### src/sv/hrlp_pkg.sv
// hrlp_pkg: types, widths and constants shared by the hsv to rgb12 led packer
// stage structs for the six-stage pipeline and scaling reciprocals
// no dependencies
`default_nettype none

package hrlp_pkg;

   // fixed field widths
   localparam int BYTE_W  = 8;
   localparam int LVL_W   = 12;
   localparam int FRAME_W = 48;
   localparam int PAD_W   = 4;

   // conversion constants
   localparam int CHAN_MAX     = 255;
   localparam int SECTOR_WIDTH = 43;
   localparam int OFF_MAX      = 42;
   localparam int SCALE_NUM    = 273;
   localparam int P_DEN        = 17 * CHAN_MAX;
   localparam int QT_DEN       = 17 * CHAN_MAX * OFF_MAX;
   localparam int FULL_SPAN    = CHAN_MAX * OFF_MAX;
   localparam int LEVEL_MAX    = 4095;

   // intermediate widths
   localparam int OFF_W     = 6;
   localparam int SPAN_W    = 14;
   localparam int P_RAW_W   = 16;
   localparam int QT_RAW_W  = 22;
   localparam int P_N_W     = 25;
   localparam int QT_N_W    = 30;
   localparam int QUO_W     = LVL_W + 1;

   // reciprocal multipliers: ceil(2^k / d) with k = operand bits + ceil(log2 d),
   // exact floor division for every operand below 2^operand bits
   localparam int P_SHIFT     = P_N_W + 13;
   localparam int QT_SHIFT    = QT_N_W + 18;
   localparam int P_MAGIC_W   = 26;
   localparam int QT_MAGIC_W  = 31;
   localparam int P_PROD_W    = P_N_W + P_MAGIC_W;
   localparam int QT_PROD_W   = QT_N_W + QT_MAGIC_W;

   localparam logic [P_MAGIC_W-1:0] P_MAGIC = P_MAGIC_W'(
      ((64'd1 << P_SHIFT) + 64'(P_DEN) - 64'd1) / 64'(P_DEN));
   localparam logic [QT_MAGIC_W-1:0] QT_MAGIC = QT_MAGIC_W'(
      ((64'd1 << QT_SHIFT) + 64'(QT_DEN) - 64'd1) / 64'(QT_DEN));

   // hue sectors, named after the colours they run between
   typedef enum logic [2:0] {
      SEC_RY = 3'd0,
      SEC_YG = 3'd1,
      SEC_GC = 3'd2,
      SEC_CB = 3'd3,
      SEC_BM = 3'd4,
      SEC_MR = 3'd5
   } sector_type;

   typedef struct packed {
      logic [BYTE_W-1:0] led_index;
      logic [BYTE_W-1:0] hue;
      logic [BYTE_W-1:0] saturation;
      logic [BYTE_W-1:0] brightness;
   } req_type;

   typedef struct packed {
      logic [BYTE_W-1:0]  led_out;
      logic [LVL_W-1:0]   red_level;
      logic [LVL_W-1:0]   green_level;
      logic [LVL_W-1:0]   blue_level;
      logic [FRAME_W-1:0] packed_frame;
   } rsp_type;

   typedef struct packed {
      logic [BYTE_W-1:0]  led;
      sector_type         sec;
      logic [OFF_W-1:0]   off;
      logic [BYTE_W-1:0]  sat;
      logic [BYTE_W-1:0]  bright;
      logic [P_RAW_W-1:0] p_raw;
      logic               gray;
      logic               black;
   } s1_type;

   typedef struct packed {
      logic [BYTE_W-1:0]  led;
      sector_type         sec;
      logic               gray;
      logic               black;
      logic [BYTE_W-1:0]  bright;
      logic [P_RAW_W-1:0] p_raw;
      logic [SPAN_W-1:0]  so;
      logic [SPAN_W-1:0]  sc;
   } s2_type;

   typedef struct packed {
      logic [BYTE_W-1:0]   led;
      sector_type          sec;
      logic                gray;
      logic                black;
      logic [BYTE_W-1:0]   bright;
      logic [P_RAW_W-1:0]  p_raw;
      logic [QT_RAW_W-1:0] q_raw;
      logic [QT_RAW_W-1:0] t_raw;
   } s3_type;

   typedef struct packed {
      logic [BYTE_W-1:0] led;
      sector_type        sec;
      logic              gray;
      logic              black;
      logic [BYTE_W-1:0] bright;
      logic [P_N_W-1:0]  p_n;
      logic [QT_N_W-1:0] q_n;
      logic [QT_N_W-1:0] t_n;
   } s4_type;

   typedef struct packed {
      logic [BYTE_W-1:0] led;
      sector_type        sec;
      logic              gray;
      logic              black;
      logic [BYTE_W-1:0] bright;
      logic [QUO_W-1:0]  p_quo;
      logic [QUO_W-1:0]  q_quo;
      logic [QUO_W-1:0]  t_quo;
   } s5_type;

endpackage

`default_nettype wire

### src/sv/hrlp_front.sv
// hrlp_front: first three pipeline stages, hue sector split and raw p, q, t
// products of brightness and saturation
// depends on hrlp_pkg
`default_nettype none

module hrlp_front (
   input  logic            clock,
   input  logic            reset,
   input  logic            in_valid,
   input  hrlp_pkg::req_type in_data,
   output logic            in_ready,
   output logic            out_valid,
   output hrlp_pkg::s3_type out_data,
   input  logic            out_ready
);
   import hrlp_pkg::*;

   s1_type s1_in, s1_ff;
   s2_type s2_in, s2_ff;
   s3_type s3_in, s3_ff;
   logic   v1_ff, v2_ff, v3_ff;
   logic   ready1, ready2, ready3;
   logic [BYTE_W-1:0] base;

   assign ready3   = !v3_ff || out_ready;
   assign ready2   = !v2_ff || ready3;
   assign ready1   = !v1_ff || ready2;
   assign in_ready = ready1;

   // stage 1: sector and offset, p product
   always_comb begin
      s1_in = '0;
      base  = '0;
      if (in_data.hue >= BYTE_W'(SECTOR_WIDTH * 5)) begin
         s1_in.sec = SEC_MR;
         base      = BYTE_W'(SECTOR_WIDTH * 5);
      end else if (in_data.hue >= BYTE_W'(SECTOR_WIDTH * 4)) begin
         s1_in.sec = SEC_BM;
         base      = BYTE_W'(SECTOR_WIDTH * 4);
      end else if (in_data.hue >= BYTE_W'(SECTOR_WIDTH * 3)) begin
         s1_in.sec = SEC_CB;
         base      = BYTE_W'(SECTOR_WIDTH * 3);
      end else if (in_data.hue >= BYTE_W'(SECTOR_WIDTH * 2)) begin
         s1_in.sec = SEC_GC;
         base      = BYTE_W'(SECTOR_WIDTH * 2);
      end else if (in_data.hue >= BYTE_W'(SECTOR_WIDTH)) begin
         s1_in.sec = SEC_YG;
         base      = BYTE_W'(SECTOR_WIDTH);
      end else begin
         s1_in.sec = SEC_RY;
         base      = '0;
      end
      s1_in.off    = OFF_W'(in_data.hue - base);
      s1_in.led    = in_data.led_index;
      s1_in.sat    = in_data.saturation;
      s1_in.bright = in_data.brightness;
      s1_in.p_raw  = P_RAW_W'(in_data.brightness) *
                     P_RAW_W'(BYTE_W'(CHAN_MAX) - in_data.saturation);
      s1_in.gray   = (in_data.saturation == '0);
      s1_in.black  = (in_data.brightness == '0);
   end

   // stage 2: saturation times offset and its complement
   always_comb begin
      s2_in        = '0;
      s2_in.led    = s1_ff.led;
      s2_in.sec    = s1_ff.sec;
      s2_in.gray   = s1_ff.gray;
      s2_in.black  = s1_ff.black;
      s2_in.bright = s1_ff.bright;
      s2_in.p_raw  = s1_ff.p_raw;
      s2_in.so     = SPAN_W'(s1_ff.sat) * SPAN_W'(s1_ff.off);
      s2_in.sc     = SPAN_W'(s1_ff.sat) * SPAN_W'(OFF_W'(OFF_MAX) - s1_ff.off);
   end

   // stage 3: brightness times the falling and rising spans
   always_comb begin
      s3_in        = '0;
      s3_in.led    = s2_ff.led;
      s3_in.sec    = s2_ff.sec;
      s3_in.gray   = s2_ff.gray;
      s3_in.black  = s2_ff.black;
      s3_in.bright = s2_ff.bright;
      s3_in.p_raw  = s2_ff.p_raw;
      s3_in.q_raw  = QT_RAW_W'(s2_ff.bright) * QT_RAW_W'(SPAN_W'(FULL_SPAN) - s2_ff.so);
      s3_in.t_raw  = QT_RAW_W'(s2_ff.bright) * QT_RAW_W'(SPAN_W'(FULL_SPAN) - s2_ff.sc);
   end

   always_ff @(posedge clock) begin
      if (reset) begin
         v1_ff <= 1'b0;
         v2_ff <= 1'b0;
         v3_ff <= 1'b0;
      end else begin
         if (ready1) v1_ff <= in_valid;
         if (ready2) v2_ff <= v1_ff;
         if (ready3) v3_ff <= v2_ff;
      end
   end

   always_ff @(posedge clock) begin
      if (ready1) s1_ff <= s1_in;
      if (ready2) s2_ff <= s2_in;
      if (ready3) s3_ff <= s3_in;
   end

   assign out_valid = v3_ff;
   assign out_data  = s3_ff;

endmodule

`default_nettype wire

### src/sv/hrlp_scale.sv
// hrlp_scale: stages four and five, scale p, q, t by 273 and divide by the
// fixed denominators through reciprocal multiplication
// depends on hrlp_pkg
`default_nettype none

module hrlp_scale (
   input  logic            clock,
   input  logic            reset,
   input  logic            in_valid,
   input  hrlp_pkg::s3_type in_data,
   output logic            in_ready,
   output logic            out_valid,
   output hrlp_pkg::s5_type out_data,
   input  logic            out_ready
);
   import hrlp_pkg::*;

   s4_type s4_in, s4_ff;
   s5_type s5_in, s5_ff;
   logic   v4_ff, v5_ff;
   logic   ready4, ready5;
   logic [P_PROD_W-1:0]  p_prod;
   logic [QT_PROD_W-1:0] q_prod;
   logic [QT_PROD_W-1:0] t_prod;

   assign ready5   = !v5_ff || out_ready;
   assign ready4   = !v4_ff || ready5;
   assign in_ready = ready4;

   always_comb begin
      s4_in        = '0;
      s4_in.led    = in_data.led;
      s4_in.sec    = in_data.sec;
      s4_in.gray   = in_data.gray;
      s4_in.black  = in_data.black;
      s4_in.bright = in_data.bright;
      s4_in.p_n    = P_N_W'(in_data.p_raw) * P_N_W'(SCALE_NUM);
      s4_in.q_n    = QT_N_W'(in_data.q_raw) * QT_N_W'(SCALE_NUM);
      s4_in.t_n    = QT_N_W'(in_data.t_raw) * QT_N_W'(SCALE_NUM);
   end

   // truncating division: the high bits of the reciprocal product
   always_comb begin
      p_prod       = P_PROD_W'(s4_ff.p_n) * P_PROD_W'(P_MAGIC);
      q_prod       = QT_PROD_W'(s4_ff.q_n) * QT_PROD_W'(QT_MAGIC);
      t_prod       = QT_PROD_W'(s4_ff.t_n) * QT_PROD_W'(QT_MAGIC);
      s5_in        = '0;
      s5_in.led    = s4_ff.led;
      s5_in.sec    = s4_ff.sec;
      s5_in.gray   = s4_ff.gray;
      s5_in.black  = s4_ff.black;
      s5_in.bright = s4_ff.bright;
      s5_in.p_quo  = p_prod[P_PROD_W-1:P_SHIFT];
      s5_in.q_quo  = q_prod[QT_PROD_W-1:QT_SHIFT];
      s5_in.t_quo  = t_prod[QT_PROD_W-1:QT_SHIFT];
   end

   always_ff @(posedge clock) begin
      if (reset) begin
         v4_ff <= 1'b0;
         v5_ff <= 1'b0;
      end else begin
         if (ready4) v4_ff <= in_valid;
         if (ready5) v5_ff <= v4_ff;
      end
   end

   always_ff @(posedge clock) begin
      if (ready4) s4_ff <= s4_in;
      if (ready5) s5_ff <= s5_in;
   end

   assign out_valid = v5_ff;
   assign out_data  = s5_ff;

endmodule

`default_nettype wire

### src/sv/hrlp_out.sv
// hrlp_out: last stage, clamps the levels, routes them by sector, handles
// gray and black, packs the frame into the output register
// depends on hrlp_pkg
`default_nettype none

module hrlp_out (
   input  logic             clock,
   input  logic             reset,
   input  logic             in_valid,
   input  hrlp_pkg::s5_type in_data,
   output logic             in_ready,
   output logic             rsp_valid,
   output hrlp_pkg::rsp_type rsp_data,
   input  logic             rsp_stall
);
   import hrlp_pkg::*;

   rsp_type rsp_in, rsp_ff;
   logic    v6_ff;
   logic    ready6;
   logic [LVL_W-1:0] full, p_lvl, q_lvl, t_lvl;
   logic [LVL_W-1:0] red, green, blue;

   assign ready6   = !v6_ff || !rsp_stall;
   assign in_ready = ready6;

   always_comb begin
      full  = {in_data.bright, {PAD_W{1'b0}}};
      p_lvl = (in_data.p_quo > QUO_W'(LEVEL_MAX)) ? LVL_W'(LEVEL_MAX)
                                                  : in_data.p_quo[LVL_W-1:0];
      q_lvl = (in_data.q_quo > QUO_W'(LEVEL_MAX)) ? LVL_W'(LEVEL_MAX)
                                                  : in_data.q_quo[LVL_W-1:0];
      t_lvl = (in_data.t_quo > QUO_W'(LEVEL_MAX)) ? LVL_W'(LEVEL_MAX)
                                                  : in_data.t_quo[LVL_W-1:0];
      if (in_data.gray) begin
         red   = full;
         green = full;
         blue  = full;
      end else if (in_data.black) begin
         red   = '0;
         green = '0;
         blue  = '0;
      end else begin
         case (in_data.sec)
            SEC_RY: begin
               red = full;  green = t_lvl; blue = p_lvl;
            end
            SEC_YG: begin
               red = q_lvl; green = full;  blue = p_lvl;
            end
            SEC_GC: begin
               red = p_lvl; green = full;  blue = t_lvl;
            end
            SEC_CB: begin
               red = p_lvl; green = q_lvl; blue = full;
            end
            SEC_BM: begin
               red = t_lvl; green = p_lvl; blue = full;
            end
            default: begin
               red = full;  green = p_lvl; blue = q_lvl;
            end
         endcase
      end
      rsp_in.led_out      = in_data.led;
      rsp_in.red_level    = red;
      rsp_in.green_level  = green;
      rsp_in.blue_level   = blue;
      rsp_in.packed_frame = {in_data.led, red, green, blue, {PAD_W{1'b0}}};
   end

   always_ff @(posedge clock) begin
      if (reset) begin
         v6_ff <= 1'b0;
      end else if (ready6) begin
         v6_ff <= in_valid;
      end
   end

   always_ff @(posedge clock) begin
      if (ready6) rsp_ff <= rsp_in;
   end

   assign rsp_valid = v6_ff;
   assign rsp_data  = rsp_ff;

endmodule

`default_nettype wire

### src/sv/hsv_to_rgb12_led_packer_unit.sv
// hsv_to_rgb12_led_packer_unit: top level of the hsv to rgb12 led packer
// instantiates hrlp_front, hrlp_scale and hrlp_out; uses hrlp_pkg
//
// usage
//   req_ channel carries one led colour item: index, hue, saturation and
//   brightness. rsp_ channel returns the led index, 12-bit red, green and
//   blue levels and the 48-bit frame (led byte, three levels, zero nibble).
//   an item is taken at a rising edge with valid high and stall low.
// stages and throughput
//   six register stages, s1 to s5 and the output register, which each item
//   passes in order. one item per cycle is taken without a gap while the
//   receiver does not stall; the rate is set by the output register draining.
// reset
//   synchronous, active high; clears every stage valid bit, so the pipeline
//   comes out of reset empty with rsp_valid low.
// stalls
//   rsp_stall holds the output register; each stage still loads while the
//   one after it is empty, so bubbles close up and req_stall rises only when
//   every stage holds an item.
`default_nettype none

module hsv_to_rgb12_led_packer_unit (
   input  logic              clock,
   input  logic              reset,
   input  logic              req_valid,
   output logic              req_stall,
   input  hrlp_pkg::req_type req_data,
   output logic              rsp_valid,
   input  logic              rsp_stall,
   output hrlp_pkg::rsp_type rsp_data
);
   import hrlp_pkg::*;

   logic   front_ready, front_valid;
   s3_type front_data;
   logic   scale_ready, scale_valid;
   s5_type scale_data;
   logic   out_ready;

   assign req_stall = !front_ready;

   hrlp_front u_front (
      .clock     (clock),
      .reset     (reset),
      .in_valid  (req_valid),
      .in_data   (req_data),
      .in_ready  (front_ready),
      .out_valid (front_valid),
      .out_data  (front_data),
      .out_ready (scale_ready)
   );

   hrlp_scale u_scale (
      .clock     (clock),
      .reset     (reset),
      .in_valid  (front_valid),
      .in_data   (front_data),
      .in_ready  (scale_ready),
      .out_valid (scale_valid),
      .out_data  (scale_data),
      .out_ready (out_ready)
   );

   hrlp_out u_out (
      .clock     (clock),
      .reset     (reset),
      .in_valid  (scale_valid),
      .in_data   (scale_data),
      .in_ready  (out_ready),
      .rsp_valid (rsp_valid),
      .rsp_data  (rsp_data),
      .rsp_stall (rsp_stall)
   );

endmodule

`default_nettype wire

### config.mk
export PLATFORM = sky130hd
export DESIGN_NAME = hsv_to_rgb12_led_packer_unit
export DESIGN_NICKNAME = d
export VERILOG_FILES = /design/src/sv/hrlp_pkg.sv /design/src/sv/hrlp_front.sv /design/src/sv/hrlp_scale.sv /design/src/sv/hrlp_out.sv /design/src/sv/hsv_to_rgb12_led_packer_unit.sv
export SDC_FILE = /design/constraint.sdc
export NUM_CORES = 2
export LEC_CHECK = 0
export BUFFER_PORTS_ARGS = -buffer_cell sky130_fd_sc_hd__buf_2
export CAP_MARGIN = 20
export CORE_UTILIZATION = 50
export CTS_CLUSTER_DIAMETER = 80
export DETAILED_ROUTE_END_ITERATION = 12
export PLACE_DENSITY = 0.65
export SLEW_MARGIN = 10
export SYNTH_ARGS = -nofsm -noshare
export SYNTH_HDL_FRONTEND = slang
export SYNTH_SLANG_ARGS = --single-unit
### constraint.sdc
create_clock -name clock -period 8.3 [get_ports clock]
set_clock_uncertainty 0.2 [all_clocks]
set_input_delay 0.83 -clock clock [delete_from_list [all_inputs] [get_ports clock]]
set_output_delay 0.83 -clock clock [all_outputs]
set_load 0.005 [all_outputs]
# --- Word level (Yosys, flattened, before mapping) ---
# Index checks and enable logic that the tools add are counted.
classes:
  multipliers: 11
  n_addsub: 5
  n_eq_ne: 4
  n_mux: 21
  order_cmp: 8
  n_reduce_logical: 22
ops:
  columns: ["cell", "count"]
  rows:
  - ["$mul A30 B30 Y60 const B", 2]
  - ["$mux W12", 9]
  - ["$pmux W12 S3", 3]
  - ["$mul A22 B9 Y30 const B", 2]
  - ["$mul A25 B22 Y47 const B", 1]
  - ["$mul A8 B22 Y22", 2]
  - ["$gt A13 B12 Y1 const B", 3]
  - ["$mux W6", 5]
  - ["$sub A14 B14 Y15 const A", 2]
  - ["$mul A16 B9 Y25 const B", 1]
  - ["$ge A8 B8 Y1 const B", 3]
  - ["$logic_not A8 Y1", 2]
  - ["$mul A8 B16 Y16", 1]
  - ["$mul A8 B14 Y14", 1]
  - ["$mul A8 B6 Y14", 1]
  - ["$reduce_or A2 Y1", 5]
  - ["$sub A8 B8 Y9 const A", 1]
  - ["$ge A8 B6 Y1 const B", 1]
  - ["$ge A8 B7 Y1 const B", 1]
  - ["$logic_not A1 Y1", 8]
  - ["$sub A6 B6 Y7 const A", 1]
  - ["$eq A3 B2 Y1 const B", 2]
  - ["$logic_or A1 B1 Y1", 6]
  - ["$mux W3", 2]
  - ["other kinds (5)", 6]
word_totals:
  register_bits: 457
  output_inout_bits: 94

# --- Longest topological paths before layout ---
depth:
  depth_word: 8
  ltp_mapped: 26
  depth_no_buf: 26

# --- By module ---
# A second synthesis with hierarchy kept.
unflattened:
  cells_unflattened: 6359
  area_unflattened_um2: 67100.6
modules_own_cells:
  columns: ["mod", "n_inst", "area_per_inst_um2", "cells_each"]
  rows:
  - ["hrlp_scale", 1, 43369.1, 4067]
  - ["hrlp_front", 1, 20370.8, 1940]
  - ["hrlp_out", 1, 3357.0, 351]
  - ["hsv_to_rgb12_led_packer_unit", 1, 3.8, 1]

# --- Worst setup path before layout ---
# OpenSTA, ideal clock, no wires.
synth_path:
  path_type: "flip-flop to flip-flop"
  start: "reg u_scale.s4_ff[0] (netlist name)"
  end: "reg u_scale.s5_ff (netlist bit u_scale.out_data[19]), data pin"
  path_stages_with_launch: 24
  period_less_slack_ns: 7.315
  t_arrival_ns: 6.858
  n_path_buf: 0
  setup_ns: 0.258
  t_required_ns: 7.842
  slack_ns: 0.985
  cell_sequence: "edfxtp_1 -> ha_1 -> xor2_1 -> ha_1 -> or2_2 -> fa_1 -> inv_1 -> fa_1 -> inv_1 -> fa_1 -> fa_1 -> fa_1 -> ha_1 -> ha_1 -> a21o_1 -> a21o_1 -> a21o_1 -> or3_1 -> or4_4 -> and3_4 -> o31a_1 -> or4_4 -> a31oi_4 -> xnor2_1"
synth_lines:
  columns: ["element", "line", "rtl"]
  rows:
  - ["to (signal assigned)", "hrlp_scale.sv:70", "if (ready5) s5_ff <= s5_in;"]
  - ["to (decl)", "hrlp_scale.sv:19", "s5_type s5_in, s5_ff;"]

# --- Worst setup path in the final report ---
layout_path:
  start: "reg u_scale.s4_ff[31] (netlist name)"
  end: "reg u_scale.s5_ff (netlist bit u_scale.out_data[19]), data pin"
layout_between:
  elab_chain_cells: 1
layout_rtl:
  columns: ["element", "line", "rtl"]
  rows:
  - ["from (decl)", "hrlp_scale.sv:18", "s4_type s4_in, s4_ff;"]
  - ["from (signal assigned)", "hrlp_scale.sv:69", "if (ready4) s4_ff <= s4_in;"]
  - ["$mul A30 B30 Y60", "hrlp_scale.sv:45", "q_prod = QT_PROD_W'(s4_ff.q_n) * QT_PROD_W'(QT_MAGIC);"]
  - ["net u_scale.q_prod[54]", "hrlp_scale.sv:23", "logic [QT_PROD_W-1:0] q_prod;"]
# The timed path passes the listed nets, and every way through them passes these cells.
# A chain may end at the register's enable or synchronous reset.

==> metrics.yaml <==
status: "finished, final reports clean"
antenna_cells: 0
yosysWarnings: 0
ys_seq_elements: 410
synth_edf_count: 404
synthToLayoutAreaGrowth_pct: 6.44
cts-buffers-inserted: 50
io_pins: 130
end_kind: "register"
dr.first_iter.drc_count: 2201
dr.pass1.iters: 7
viasPerCell: 5.11
fin_util: 0.536
cts-resized-gates: 0
grt-ovfl-total: 0
tns_ns: 0
rows: 132
clockBufferDepth: 3
cts_sinks: 410
drv_cap: 0
fin_ws_ns: 0.517
antenna_found_initial: 8
wirelength_um: 151000
ant_nets: 0
critPathLaunchType: "register"
initial_utilization: 0.504
grt_max_degree: 69
cts_setup_buffers: 0
fmax_mhz: 128
tightest_slew_ns: 1.05
hold_path_depth: 1
grt_pass1_vias: 43900
portBuffers: 125
cts-root-buf: "clkbuf_16"
die-area_um2: 132000
ys_types: 66
core_area_um2: 129000
syn_inst: 6090
cp_max_fo: 8
multiInputGateArea_um2: 46400
nNetsFinal: 8530
cp.required_ns: 8.50
async_flop_share: 0
rsz0062_at_grt: "false"
fp.dieW_um: 363
pre_cts_ws_ns: 0.543
cts.clk_slew.worst_paths_ns: 0.06
period_needed_ns: 7.78
placed_area_um2: 67800
drive_above_1_share: 0.0424
cts_max_level: 2
insertion_delay_ns: 0.66
rrSetupSlack_ns: 0.52
synth_area_um2: 65200
syn_area_per_cell_um2: 10.7
final_cell_area_um2: 69400
hp-class: "in -> reg"
r2r-start: "u_scale.s4_ff[31]$_DFFE_PP_"
gp_congestion: 0.995
worstPathArrival_ns: 7.98
grt_usage: 0.238
chipHeight_um: 363
synth_ff_type: "edfxtp_1"
vias: 40800
grt_pass1_wl_um: 243000
hold_viol_final: 0
r2r_cells: 23
path_class: "reg -> reg"
tritoncts: "done"
cp-startpoint: "u_scale.s4_ff[31]$_DFFE_PP_"
yosysSeqAreaShare: 0.188
routedWlPerCell_um: 18.9
slew_headroom: 0.302
place_hpwl_um: 132000
fin_crit_sh: 0.938
setup_viol: 0
final-max-slew-violation-count: 0
drc: 0
cts_hold_buffers: 0
nFillCells: 11600
hp-start: "req_data[31]"
seq_area_um2: 12300
## logic make-up (layout without fill, tap and decap cells)
logic type               Yosys count  count (layout)  synth area share
other                              1               4         0.0000575
flip-flops                       410             410             0.188
multiplexers                       1               1          0.000153
AND/OR/NAND/NOR                  935             935            0.0703
XOR/XNOR                         228             228            0.0306
buffers and inverters           1708            1860             0.101
adder cells (fa/ha/maj)         2287            2287             0.558
AO/OA/AOI/OAI                    520             520            0.0522
## path summary, 6_finish.rpt
kind / to
worst max register to register: u_scale.out_data[19]$_DFFE_PP_
worst min register to register: u_out.rsp_data[86]$_DFFE_PP_
worst max-delay path: u_scale.out_data[19]$_DFFE_PP_
worst min-delay path: u_front.s1_ff[50]$_DFFE_PN_
## registers in the layout, indices dropped and copies added, names as in the netlist, 44 cells and up
register / flops
u_front.out_data: 80
u_front.s1_ff: 51
u_front.s2_ff: 64
u_scale.s4_ff: 105
u_scale.out_data: 60
u_out.rsp_data: 44
## cell usage after synthesis, types with 5 or more instances
library cell	number	area [µm²]
a21boi_0	14	105
or2_2	12	75.1
nor2b_1	84	526
xnor2_1	148	1300
or4_1	6	45.0
edfxtp_1	404	12100
o221ai_1	11	96.3
o21ai_0	94	470
and3_1	9	56.3
nand2b_1	59	369
xor2_1	80	701
o31a_1	10	87.6
o211a_1	5	50.1
o21bai_1	26	195
o31ai_1	5	37.5
dfxtp_1	6	120
and2_1	144	901
nor3_1	49	245
o311a_1	6	60.1
o211ai_1	8	60.1
ha_1	1251	15700
o21a_1	29	218
a211o_1	5	43.8
nand4_1	15	93.8
o2111ai_1	6	52.6
fa_1	1036	20700
a22o_1	9	78.8
inv_1	1606	6030
or3_1	20	125
nand2_1	286	1070
a21oi_1	146	731
nand3_1	44	220
a41oi_1	6	52.6
nor2_1	189	709
clkbuf_1	53	199
and4_1	5	43.8
a211oi_1	15	113
o22ai_1	29	181
buf_4	48	360
a31oi_1	6	37.5
a21o_1	64	480
## final cells by class
| cell class | instances | share of cell area |
|---|---|---|
| multi-input combinational | 3975 | 0.669 |
| sequential | 410 | 0.176 |
| inverter | 1606 | 0.0868 |
| tap | 1742 | 0.0314 |
| clock buffer | 57 | 0.0184 |
| timing repair buffer | 164 | 0.0135 |
| clock inverter | 33 | 0.00470 |
## worst max-delay path, stage by stage (launching register included)
cell and delay [ns]:
edfxtp_1 0.55, ha_1 0.41, xor2_1 0.19, ha_1 0.20, or2_2 0.32, fa_1 0.54, inv_1 0.06, fa_1 0.48
inv_1 0.05, fa_1 0.45, fa_1 0.41, fa_1 0.41, ha_1 0.31, ha_1 0.31, a21o_1 0.19, a21o_1 0.18
a21o_1 0.19, or3_1 0.31, or4_4 0.54, and3_4 0.20, o31a_1 0.28, or4_4 0.45, a31oi_4 0.20, xnor2_1 0.08
## placed cells by master, fill, tap and decap left out, types with 64 or more instances in the layout
cell type,instances
fa_1,1036
a21o_1,64
o21ai_0,94
buf_2,125
xor2_1,80
nor2b_1,84
ha_1,1251
nand2_1,283
inv_1,1604
edfxtp_1,404
a21oi_1,146
nor2_1,189
xnor2_1,148
and2_1,144
## per-stage QoR
stage | cells | hold WS [ns]
finish | 7987 | 0.149
global route | 7987 | 0.106
detailed placement | 7896 | 0.205
global placement | 7896 | 0.200
CTS | 7986 | 0.0888
floorplan | 6093 | 0.200
## layer usage
layer  share of wire  GRT usage
met5        0.000046          0
met2            0.47      0.394
met3           0.046     0.0273
met4           0.017     0.0434
met1            0.47      0.340
Power is not shown: default switching activity piles up to over one toggle a cycle in this logic, so the estimate is an artifact.
